**src/rtl/assert_macros.svh**
```systemverilog
// Assertion macros shared by the detector RTL.
// Depends on nothing; included by files that carry concurrent checks.
`ifndef ASSERT_MACROS_SVH
`define ASSERT_MACROS_SVH

// Implication checked every clock, off during reset.
`define ASSERT_IMPL(label, clk, rst, pre, post) \
  label: assert property (@(posedge clk) disable iff (rst) (pre) |-> (post)) \
    else $error("assertion failed");

// Next-cycle implication, off during reset.
`define ASSERT_NEXT(label, clk, rst, pre, post) \
  label: assert property (@(posedge clk) disable iff (rst) (pre) |=> (post)) \
    else $error("assertion failed");

`endif

```
**src/rtl/wfg_pkg.sv**
```systemverilog
// Package for the wait-for graph cycle detector: modes and defaults.
// No dependencies.
package wfg_pkg;
  localparam int THREADS_DEF = 16;
  localparam int MUTEXES_DEF = 16;
  localparam int ID_W = 4;
  localparam int MODE_W = 3;

  typedef enum logic [MODE_W-1:0] {
    MODE_ADD_WAIT = 3'd0,
    MODE_ADD_HOLD = 3'd1,
    MODE_REM_HOLD = 3'd2,
    MODE_REM_WAIT = 3'd3,
    MODE_DETECT   = 3'd4,
    MODE_CLEAR    = 3'd5
  } mode_t;
endpackage

```
**src/rtl/wfg_ram.sv**
```systemverilog
// Generic single-port-write, single-read RAM with registered read data.
// No dependencies.
module wfg_ram #(
  parameter int WIDTH = 16,
  parameter int DEPTH = 16
) (
  input  logic                     clk,
  input  logic                     we,
  input  logic [$clog2(DEPTH)-1:0] waddr,
  input  logic [WIDTH-1:0]         wdata,
  input  logic [$clog2(DEPTH)-1:0] raddr,
  output logic [WIDTH-1:0]         rdata
);
  logic [WIDTH-1:0] mem [DEPTH];

  // Write and registered read
  always_ff @(posedge clk) begin
    if (we) mem[waddr] <= wdata;
    rdata <= mem[raddr];
  end
endmodule

```
**src/rtl/wait_for_graph_cycle_detector.sv**
```systemverilog
// An edge update steps through read, modify/write and present; clear sweeps one
// row of each matrix per cycle. Detect: one memory read per walk step; one item
// at a time. Reset clears both matrices with a row sweep while s_tready is low.
// Depends on wfg_pkg, wfg_ram and assert_macros.svh.
`include "assert_macros.svh"
module wait_for_graph_cycle_detector #(
  parameter int THREADS = wfg_pkg::THREADS_DEF,
  parameter int MUTEXES = wfg_pkg::MUTEXES_DEF
) (
  input  logic        clk,
  input  logic        rst,
  input  logic        s_tvalid,
  output logic        s_tready,
  input  logic [15:0] s_tdata,  // mode[2:0], thread_id[6:3], mutex[10:7], zeros
  output logic        m_tvalid,
  input  logic        m_tready,
  output logic [7:0]  m_tdata   // cycle_found[0], answered_mode[3:1], zeros
);
  localparam int NODES = THREADS + MUTEXES;
  localparam int NW = $clog2(NODES);
  localparam int TW = $clog2(THREADS);
  localparam int MW = $clog2(MUTEXES);
  localparam int RMAX = (THREADS > MUTEXES) ? THREADS : MUTEXES;
  localparam int RW = $clog2(RMAX + 1);
  localparam int SW = $clog2(NODES + 1);

  typedef enum logic [3:0] {
    ST_CLR, ST_IDLE, ST_UPD_RD, ST_UPD_WR, ST_ROOT, ST_NODE_RD, ST_NODE_EV,
    ST_OUT
  } state_t;

  state_t state;
  logic [wfg_pkg::MODE_W-1:0] mode;
  logic [wfg_pkg::ID_W-1:0] tid, mid;
  logic [RW-1:0] clr_idx;
  logic clr_reply;
  logic [NW:0] root;
  logic [NODES-1:0] visited, on_path;
  logic [NW-1:0] stack [NODES];
  logic [SW-1:0] depth;
  logic found;

  // Memory ports
  logic w_we, h_we;
  logic [TW-1:0] w_waddr, w_raddr;
  logic [MW-1:0] h_waddr, h_raddr;
  logic [MUTEXES-1:0] w_wdata, w_rdata;
  logic [THREADS-1:0] h_wdata, h_rdata;

  wfg_ram #(.WIDTH(MUTEXES), .DEPTH(THREADS)) u_wait (
    .clk, .we(w_we), .waddr(w_waddr), .wdata(w_wdata), .raddr(w_raddr),
    .rdata(w_rdata));
  wfg_ram #(.WIDTH(THREADS), .DEPTH(MUTEXES)) u_hold (
    .clk, .we(h_we), .waddr(h_waddr), .wdata(h_wdata), .raddr(h_raddr),
    .rdata(h_rdata));

  logic ids_ok;
  assign ids_ok = (32'(tid) < 32'(THREADS)) && (32'(mid) < 32'(MUTEXES));

  // Top of walk stack and its node
  logic [NW-1:0] top;
  logic top_thr;
  assign top = stack[depth[NW-1:0] - NW'(1)];
  assign top_thr = top < NW'(THREADS);

  // Read address selection
  always_comb begin
    w_raddr = TW'(tid);
    h_raddr = MW'(mid);
    if (state == ST_NODE_RD) begin
      w_raddr = top[TW-1:0];
      h_raddr = MW'(top - NW'(THREADS));
    end
  end

  // Neighbor masks of the top node over all nodes
  logic [NODES-1:0] nbr, hit_on, hit_new;
  always_comb begin
    nbr = '0;
    if (top_thr) nbr[NODES-1:THREADS] = w_rdata;
    else         nbr[THREADS-1:0] = h_rdata;
    hit_on = nbr & on_path;
    hit_new = nbr & ~visited;
  end

  // Lowest unvisited neighbor
  logic [NW-1:0] nxt;
  always_comb begin
    nxt = '0;
    for (int i = NODES - 1; i >= 0; i--) if (hit_new[i]) nxt = NW'(i);
  end

  // Write port control
  always_comb begin
    w_we = 1'b0; h_we = 1'b0;
    w_waddr = TW'(tid); h_waddr = MW'(mid);
    w_wdata = w_rdata; h_wdata = h_rdata;
    if (state == ST_CLR) begin
      w_we = clr_idx < RW'(THREADS);
      h_we = clr_idx < RW'(MUTEXES);
      w_waddr = TW'(clr_idx); h_waddr = MW'(clr_idx);
      w_wdata = '0; h_wdata = '0;
    end else if (state == ST_UPD_WR && ids_ok) begin
      unique case (mode)
        wfg_pkg::MODE_ADD_WAIT: begin
          w_we = 1'b1; w_wdata = w_rdata | (MUTEXES'(1) << MW'(mid));
        end
        wfg_pkg::MODE_REM_WAIT: begin
          w_we = 1'b1; w_wdata = w_rdata & ~(MUTEXES'(1) << MW'(mid));
        end
        wfg_pkg::MODE_ADD_HOLD: begin
          h_we = 1'b1; h_wdata = h_rdata | (THREADS'(1) << TW'(tid));
        end
        wfg_pkg::MODE_REM_HOLD: begin
          h_we = 1'b1; h_wdata = h_rdata & ~(THREADS'(1) << TW'(tid));
        end
        default: ;
      endcase
    end
  end

  assign s_tready = (state == ST_IDLE);
  assign m_tvalid = (state == ST_OUT);
  assign m_tdata = {4'b0, mode, found};

  // Sequencer
  always_ff @(posedge clk) begin
    if (rst) begin
      state <= ST_CLR;
      clr_idx <= '0;
      clr_reply <= 1'b0;
      found <= 1'b0;
      depth <= '0;
    end else begin
      unique case (state)
        ST_CLR: begin
          clr_idx <= clr_idx + RW'(1);
          if (clr_idx == RW'(RMAX - 1)) begin
            state <= clr_reply ? ST_OUT : ST_IDLE;
            clr_reply <= 1'b0;
          end
        end
        ST_IDLE: if (s_tvalid) begin
          mode <= s_tdata[2:0];
          tid <= s_tdata[6:3];
          mid <= s_tdata[10:7];
          found <= 1'b0;
          if (s_tdata[2:0] == wfg_pkg::MODE_DETECT) begin
            state <= ST_ROOT;
            root <= '0; visited <= '0; on_path <= '0; depth <= '0;
          end else if (s_tdata[2:0] == wfg_pkg::MODE_CLEAR) begin
            state <= ST_CLR; clr_idx <= '0;
            clr_reply <= 1'b1;
          end else state <= ST_UPD_RD;
        end
        ST_UPD_RD: state <= ST_UPD_WR;
        ST_UPD_WR: state <= ST_OUT;
        ST_ROOT: begin
          if (root == (NW+1)'(NODES)) state <= ST_OUT;
          else if (visited[root[NW-1:0]]) root <= root + (NW+1)'(1);
          else begin
            visited[root[NW-1:0]] <= 1'b1;
            on_path[root[NW-1:0]] <= 1'b1;
            stack[0] <= root[NW-1:0];
            depth <= SW'(1);
            state <= ST_NODE_RD;
          end
        end
        ST_NODE_RD: state <= ST_NODE_EV;
        ST_NODE_EV: begin
          if (|hit_on) begin
            found <= 1'b1; state <= ST_OUT;
          end else if (|hit_new) begin
            visited[nxt] <= 1'b1; on_path[nxt] <= 1'b1;
            stack[depth[NW-1:0]] <= nxt;
            depth <= depth + SW'(1);
            state <= ST_NODE_RD;
          end else begin
            on_path[top] <= 1'b0;
            depth <= depth - SW'(1);
            if (depth == SW'(1)) begin
              state <= ST_ROOT; root <= root + (NW+1)'(1);
            end else state <= ST_NODE_RD;
          end
        end
        ST_OUT: if (m_tready) state <= ST_IDLE;
        default: state <= ST_IDLE;
      endcase
    end
  end

  // Checks
  `ASSERT_IMPL(a_found_only_detect, clk, rst, m_tvalid && m_tdata[0],
    m_tdata[3:1] == wfg_pkg::MODE_DETECT)
  `ASSERT_NEXT(a_out_holds, clk, rst, m_tvalid && !m_tready, m_tvalid && $stable(m_tdata))
  `ASSERT_IMPL(a_no_accept_busy, clk, rst, s_tready, !m_tvalid)
endmodule
```
**config.mk**
```make
export PLATFORM = sky130hd
export DESIGN_NAME = wait_for_graph_cycle_detector
export DESIGN_NICKNAME = d
export VERILOG_FILES = /design/src/rtl/wfg_pkg.sv /design/src/rtl/wfg_ram.sv /design/src/rtl/wait_for_graph_cycle_detector.sv
export VERILOG_INCLUDE_DIRS = /design/src /design/src/rtl
export SDC_FILE = /design/constraint.sdc
export NUM_CORES = 1
export LEC_CHECK = 0
export ABC_CLOCK_PERIOD_IN_PS = 22600
export BUFFER_PORTS_ARGS = -buffer_cell sky130_fd_sc_hd__buf_2
export CORE_MARGIN = 2
export CORE_UTILIZATION = 60
export DETAILED_ROUTE_END_ITERATION = 16
export GPL_ROUTABILITY_DRIVEN = 1
export PLACE_DENSITY = 0.77
export SYNTH_ARGS = -nofsm -noshare
export SYNTH_HDL_FRONTEND = slang
export SYNTH_HIERARCHICAL = 1
export SYNTH_SLANG_ARGS = --single-unit
```
**constraint.sdc**
```tcl
create_clock -name clk -period 22.6 [get_ports clk]
set_input_delay 2.26 -clock clk [delete_from_list [all_inputs] [get_ports clk]]
set_output_delay 2.26 -clock clk [all_outputs]
set_load 0.01 [all_outputs]
```
**Yosys cells after proc, flatten, opt, wreduce, memory -nomap -nowiden**

Memories as Yosys holds them, arrays and structs flattened. A register that Yosys moved wholly into a read port is not among the register bits.
Index checks and enable logic that the tools add are counted.

- Register bits after elaboration: 98
- Bits in writable memories: 672
- Bits of input ports: 20
- Output and inout port bits: 10
- Logic and storage cells: 222
- Memories kept: 3

- $add $sub $neg: 6
- Magnitude comparators: 8
- Equality and inequality tests: 30
- Shifts and indexed selects: 2
- Muxes and demuxes: 124
- Bitwise logic cells: 16
- Reduce and logical (&&, ||, !) cells: 22

Memories:

| memory | words | width | rd ports | clocked after Yosys merged registers in | write ports | line | source |
|---|---|---|---|---|---|---|---|
| u_hold.mem | 16 | 16 | 1 | 1 | 1 | wfg_ram.sv:14 | `logic [WIDTH-1:0] mem [DEPTH];` |
| u_wait.mem | 16 | 16 | 1 | 1 | 1 | wfg_ram.sv:14 |  |
| stack | 32 | 5 | 1 | 0 | 1 | wait_for_graph_cycle_detector.sv:39 | `logic [NW-1:0] stack [NODES];` |

Operators with widths:

| cell | count |
|---|---|
| two-way mux 32 bit | 10 |
| one-hot mux 32 bit (3 select lines) | 2 |
| two-way mux 5 bit | 37 |
| OR 32 bit | 4 |
| bitwise AND 32 bit | 3 |
| two-way mux 16 bit | 6 |
| two-way mux 6 bit | 11 |
| NOT 32 bit | 2 |
| one-hot mux 16 bit (2 select lines) | 2 |
| OR reduction 32 bit | 2 |
| two-way mux 4 bit | 9 |
| one-hot mux 6 bit (3 select lines) | 2 |
| two-way mux 1 bit | 33 |
| bitwise AND 16 bit | 2 |
| NOT 16 bit | 2 |
| OR 16 bit | 2 |
| one-hot mux 4 bit (8 select lines) | 1 |
| left shift 1 x 4 -> 16 bit, first input constant | 2 |
| != test 2 bit, second input constant | 10 |
| < comparator 5 x 6 -> 1 bit, second input constant | 3 |
| equality test 4 x 3 -> 1 bit, second input constant | 4 |
| demux 1 bit (select 5 bit) | 3 |
| greater-or-equal comparator 5 x 1 -> 1 bit, second input constant | 3 |
| adder 6 x 1 -> 6 bit, second input constant | 2 |
| 35 further kinds | 51 |

**Logic depth before layout (Yosys ltp)**

An unclocked memory read counts as a cell.

- Word-level depth: 45
- Gate-level depth with buffers: 17
- Depth with buffers taken out: 11

**Modules after synthesis**

Netlist, hierarchy kept.

Modules (own cells, without submodules):

| module | instances | cells each | area each (µm²) | sequential area each (µm²) |
|---|---|---|---|---|
| wfg_ram | 2 | 432 | 10042.1 | 8007.7 |
| wait_for_graph_cycle_detector | 1 | 1161 | 13698.1 | 7557.2 |

**Worst setup path before layout**

Ideal clock, no wire load.

- Path type: input port to flip-flop
- Start: in s_tdata[1]
- End: reg visited[0] (enable)
- Library setup time: 0.470 ns
- Arrival time: 7.809 ns
- Required time: 22.130 ns
- Setup slack: 14.321 ns
- Stages on the path: 7
- Buffers on the path: 0
- Path through: nand2b_1 nor2_1 nor2_1 a221o_1 o21bai_1 nor3_1 a21boi_0

- Word-level cells in the longest chain between the ends: 3

Ends and longest elaborated chain:

| item | line | source |
|---|---|---|
| from (decl) | wait_for_graph_cycle_detector.sv:14 | `input logic [15:0] s_tdata,` |
| equality test 3 bit | wait_for_graph_cycle_detector.sv:148 | `if (s_tdata[2:0] == wfg_pkg::MODE_DETECT) begin` |
| != test 2 x 1 -> 1 bit (no line) | - |  |
| AND reduction 8 bit (no line) | - |  |
| to (signal assigned) | wait_for_graph_cycle_detector.sv:150 | `root <= '0; visited <= '0; on_path <= '0; depth <= '0;` |
| to (signal, indexed assignment) | wait_for_graph_cycle_detector.sv:162 | `visited[root[NW-1:0]] <= 1'b1;` |
| to (signal, indexed assignment) | wait_for_graph_cycle_detector.sv:174 | `visited[nxt] <= 1'b1; on_path[nxt] <= 1'b1;` |
| to (decl) | wait_for_graph_cycle_detector.sv:38 | `logic [NODES-1:0] visited, on_path;` |

No other way between the ends.
A chain may end at the register's enable or synchronous reset.

**Worst setup path after layout**

- Start: reg depth[1]
- End: reg visited[13] (enable)

- Word-level cells in the longest chain between the ends: 8
- Elaborated cells on any way between the ends: 12
- Those cells by class: add/sub: 1; order compare: 1; eq/ne: 2; mux: 2; bitwise: 2; reduce/logical: 3; memory: 1

Ends and longest elaborated chain:

| item | line | source |
|---|---|---|
| from (decl) | wait_for_graph_cycle_detector.sv:40 | `logic [SW-1:0] depth;` |
| from (signal assigned) | wait_for_graph_cycle_detector.sv:176 | `depth <= depth + SW'(1);` |
| from (signal assigned) | wait_for_graph_cycle_detector.sv:180 | `depth <= depth - SW'(1);` |
| subtractor 5 x 1 -> 5 bit * | wait_for_graph_cycle_detector.sv:63 | `assign top = stack[depth[NW-1:0] - NW'(1)];` |
| memory (32 x 5 bit) * | - |  |
| < comparator 5 bit * | wait_for_graph_cycle_detector.sv:64 | `assign top_thr = top < NW'(THREADS);` |
| two-way mux 16 bit | wait_for_graph_cycle_detector.sv:80 | `if (top_thr) nbr[NODES-1:THREADS] = w_rdata;` |
| bitwise AND 32 bit (on tied branches) | wait_for_graph_cycle_detector.sv:83, wait_for_graph_cycle_detector.sv:82 |  |
| OR reduction 32 bit (on tied branches) | wait_for_graph_cycle_detector.sv:173, wait_for_graph_cycle_detector.sv:171 |  |
| != test 2 bit (no line) | - |  |
| AND reduction 8 bit (no line) * | - |  |

Every way passes the cells marked *; elsewhere a longest branch is shown, timed or not.

==> out/results.txt <==
Post-Syn Area: 33800 µm²
DRT antenna net count: 0
Post-Syn Area per Cell: 16.7 µm²
Post-synth top area cell: edfxtp_1
CTS tree: yes
Kind of critical path: reg2reg
Final Util: 0.678
Port buffer count: 20
Syn Inst Count: 2025
Clk_lat worst skew: 0.63 ns
Layer with the highest usage: met2
Pwr dens: 80.2 nW/µm²
Cell Count, Final, Fillers Out: 2900
Worst min-delay path class: reg2reg
FF+latch count, synth: 801
GR Util met1: 0.413
Rel. slew slack: 0.146
Congestion Overflow GR: 0
Minimum clock period: 6.31 ns
FP Rows: 86
Area contributors post-synth: edfxtp_1, mux4_2, dfxtp_1, nand2_1, mux4_1
Die width: 241 µm
Most frequent cell after synthesis: edfxtp_1
Layout area overhead: 11.2%
Drt drc: 0
Initial core utilization: 0.610
Pre-antenna DRT Iters: 7
Bufs on Longest Clock Path: 3
Outcome: finished clean
Crit Path Max Fanout: 33
Placed Cells: 2752
Initial antenna violation count: 2
Met2 Use GR: 0.457
Area occupied by registers: 23600 µm²
Peak Freq: 159 MHz
Largest net degree at the start of global routing: 65
TNS Setup: 0 ns
Post-synth cell types: 81
Final Slew Violations: 0
First-pass GRT wire length: 123000 µm
Post-CTS Hold Buffers: 0
Final Net Count: 2115
Via-to-Cell Ratio: 6.71
Final WL: 81800 µm
YS warnings: 6
Post-synth EDFFs: 753
Main synth FF type: edfxtp_1
Startpoint types: flop
First-iteration detailed-routing DRC count: 2403
Reg clk slew, reported paths: 0.06 ns
Final Hold Vio Count: 0
RSZ-0062 raised after global routing: false
Core area: 55400 µm²
Ys async rst share: 0
H-tree depth: 3
Cts bufs inserted: 80
Critical Path End Type: flop
Fill cells: 3580
CTS root buf: clkbuf_16
Number of global-route vias before repair: 19600
HPWL Detailed: 49100 µm
Postcts setup bufs: 0
Share of layout cells above drive strength 1: 0.210
FF-to-FF path depth: 12
GRT Overall Usage: 0.291
Placer's final routability congestion estimate: 0.966
WP data required: 22.82 ns
Tcrit/Tclk final: 0.279
Slew of the pin with the lowest slew margin: 1.28 ns
Vias: 19500
Hold path depth: 2
Clk sink count: 801
Pwr Total: 3010 µW
Static Leakage: 0.0117 µW
# setup viols final: 0
Post-CTS Resized: 0
Post-synth top cells: edfxtp_1, nand2_1, mux4_2
Area of the multi-input gates: 9690 µm²
I/O Pins: 30
Critical path arrival: 6.53 ns
Met3 usage: 0.0615
Die Ht: 241 µm
Worst Skew: 0.0307 ns
Maximum VDD drop: 0.0646 mV
Seq/Total Area, Yosys: 0.698
Wire per inst: 28.2 µm
Die area: 58200 µm²
MaxCap Viol Count: 0
Post-synth top area share: 0.669
critical path: stages, from the launching register on:
cell and delay [ns]:
dfxtp_1 0.54, inv_1 0.14, ha_2 0.71, buf_4 0.53
mux2i_1 0.15, mux4_2 0.51, nand3_1 0.12, and4_1 0.71
mux2i_4 0.50, nor2_1 0.20, nor3_2 0.18, buf_4 0.48
a21boi_4 1.05
layout make-up:
| cell class | instances | share of cell area |
|---|---|---|
| flip-flops and latches | 801 | 0.627 |
| multi-input cells | 1086 | 0.258 |
| clock buffers | 92 | 0.0561 |
| well taps | 748 | 0.0249 |
| repair buffers | 95 | 0.0176 |
| clock inverters | 55 | 0.0140 |
| inverters | 22 | 0.00220 |
| diodes | 1 | 0.0000666 |
registers in the layout, summed over array words and instances (netlist names):
name / flops
u_wait/mem: 256
mid: 4
on_path: 32
u_hold/mem: 256
depth: 6
u_hold/rdata: 16
clr_reply: 1
tid: 4
visited: 32
state: 3
stack: 160
u_wait/rdata: 16
clr_idx: 5
root: 6
mode: 3
found: 1
power breakdown:
part	internal (µW)	switching, µW
Sequential	1620	6.97
Combinational	15.5	33.0
Clock	774	560
kinds of logic after synthesis:
kind of cell             share of synthesized area
AO/OA/AOI/OAI                               0.0649
multiplexers                                 0.135
buffers and inverters                       0.0207
other                                     0.000111
AND/OR/NAND/NOR                             0.0754
flip-flops                                   0.698
XOR/XNOR                                   0.00315
adder cells (fa/ha/maj)                    0.00333
per-layer routing:
metal / vias to the layer above / wire (µm)
met5: - / 14
met4: 2 / 2330
met3: 189 / 8220
met2: 1116 / 38900
met1: 9875 / 32300
li1: 8274 / -
path summary, 6_finish.rpt:
path | start | endpoint | slack (ns)
hold / removal | found | found | 0.52
hold reg to reg | found | found | 0.52
setup reg to reg | depth[1] | visited[13] | 16.29
setup / recovery | depth[1] | visited[13] | 16.29
placed cells by master (no fill, tap or decap), types with 9 or more instances in the layout:
cell type,instances
nand4_1,10
mux2i_1,36
nor3_2,11
nor2b_1,24
clkinv_2,16
buf_4,75
a21oi_1,67
mux4_2,157
dfxtp_1,47
a221oi_1,11
buf_2,20
mux4_1,23
clkinv_1,19
nor3_1,23
nand2b_1,40
nand2_1,164
a22oi_1,78
nor2_1,100
inv_1,21
nand3_1,38
a211oi_1,24
and2_1,12
o21ai_0,47
bufinv_16,9
o22ai_1,10
clkbuf_16,82
o211ai_1,14
nor2_2,33
edfxtp_1,753
metrics by stage:
| stage | setup slack (ns) | hold WS, ns | instance area (µm²) |
|---|---|---|---|
| 2_1_floorplan | 14.32 | 0.458 | 33800 |
| 3_3_place_gp | 16.47 | 0.488 | 34900 |
| 3_5_place_dp | 16.34 | 0.482 | 34900 |
| 4_1_cts | 16.32 | 0.520 | 37600 |
| 5_1_grt | 15.96 | 0.546 | 37600 |
| 6_report | 16.29 | 0.515 | 37600 |
Note: power is estimated with default switching activity, not from simulation.
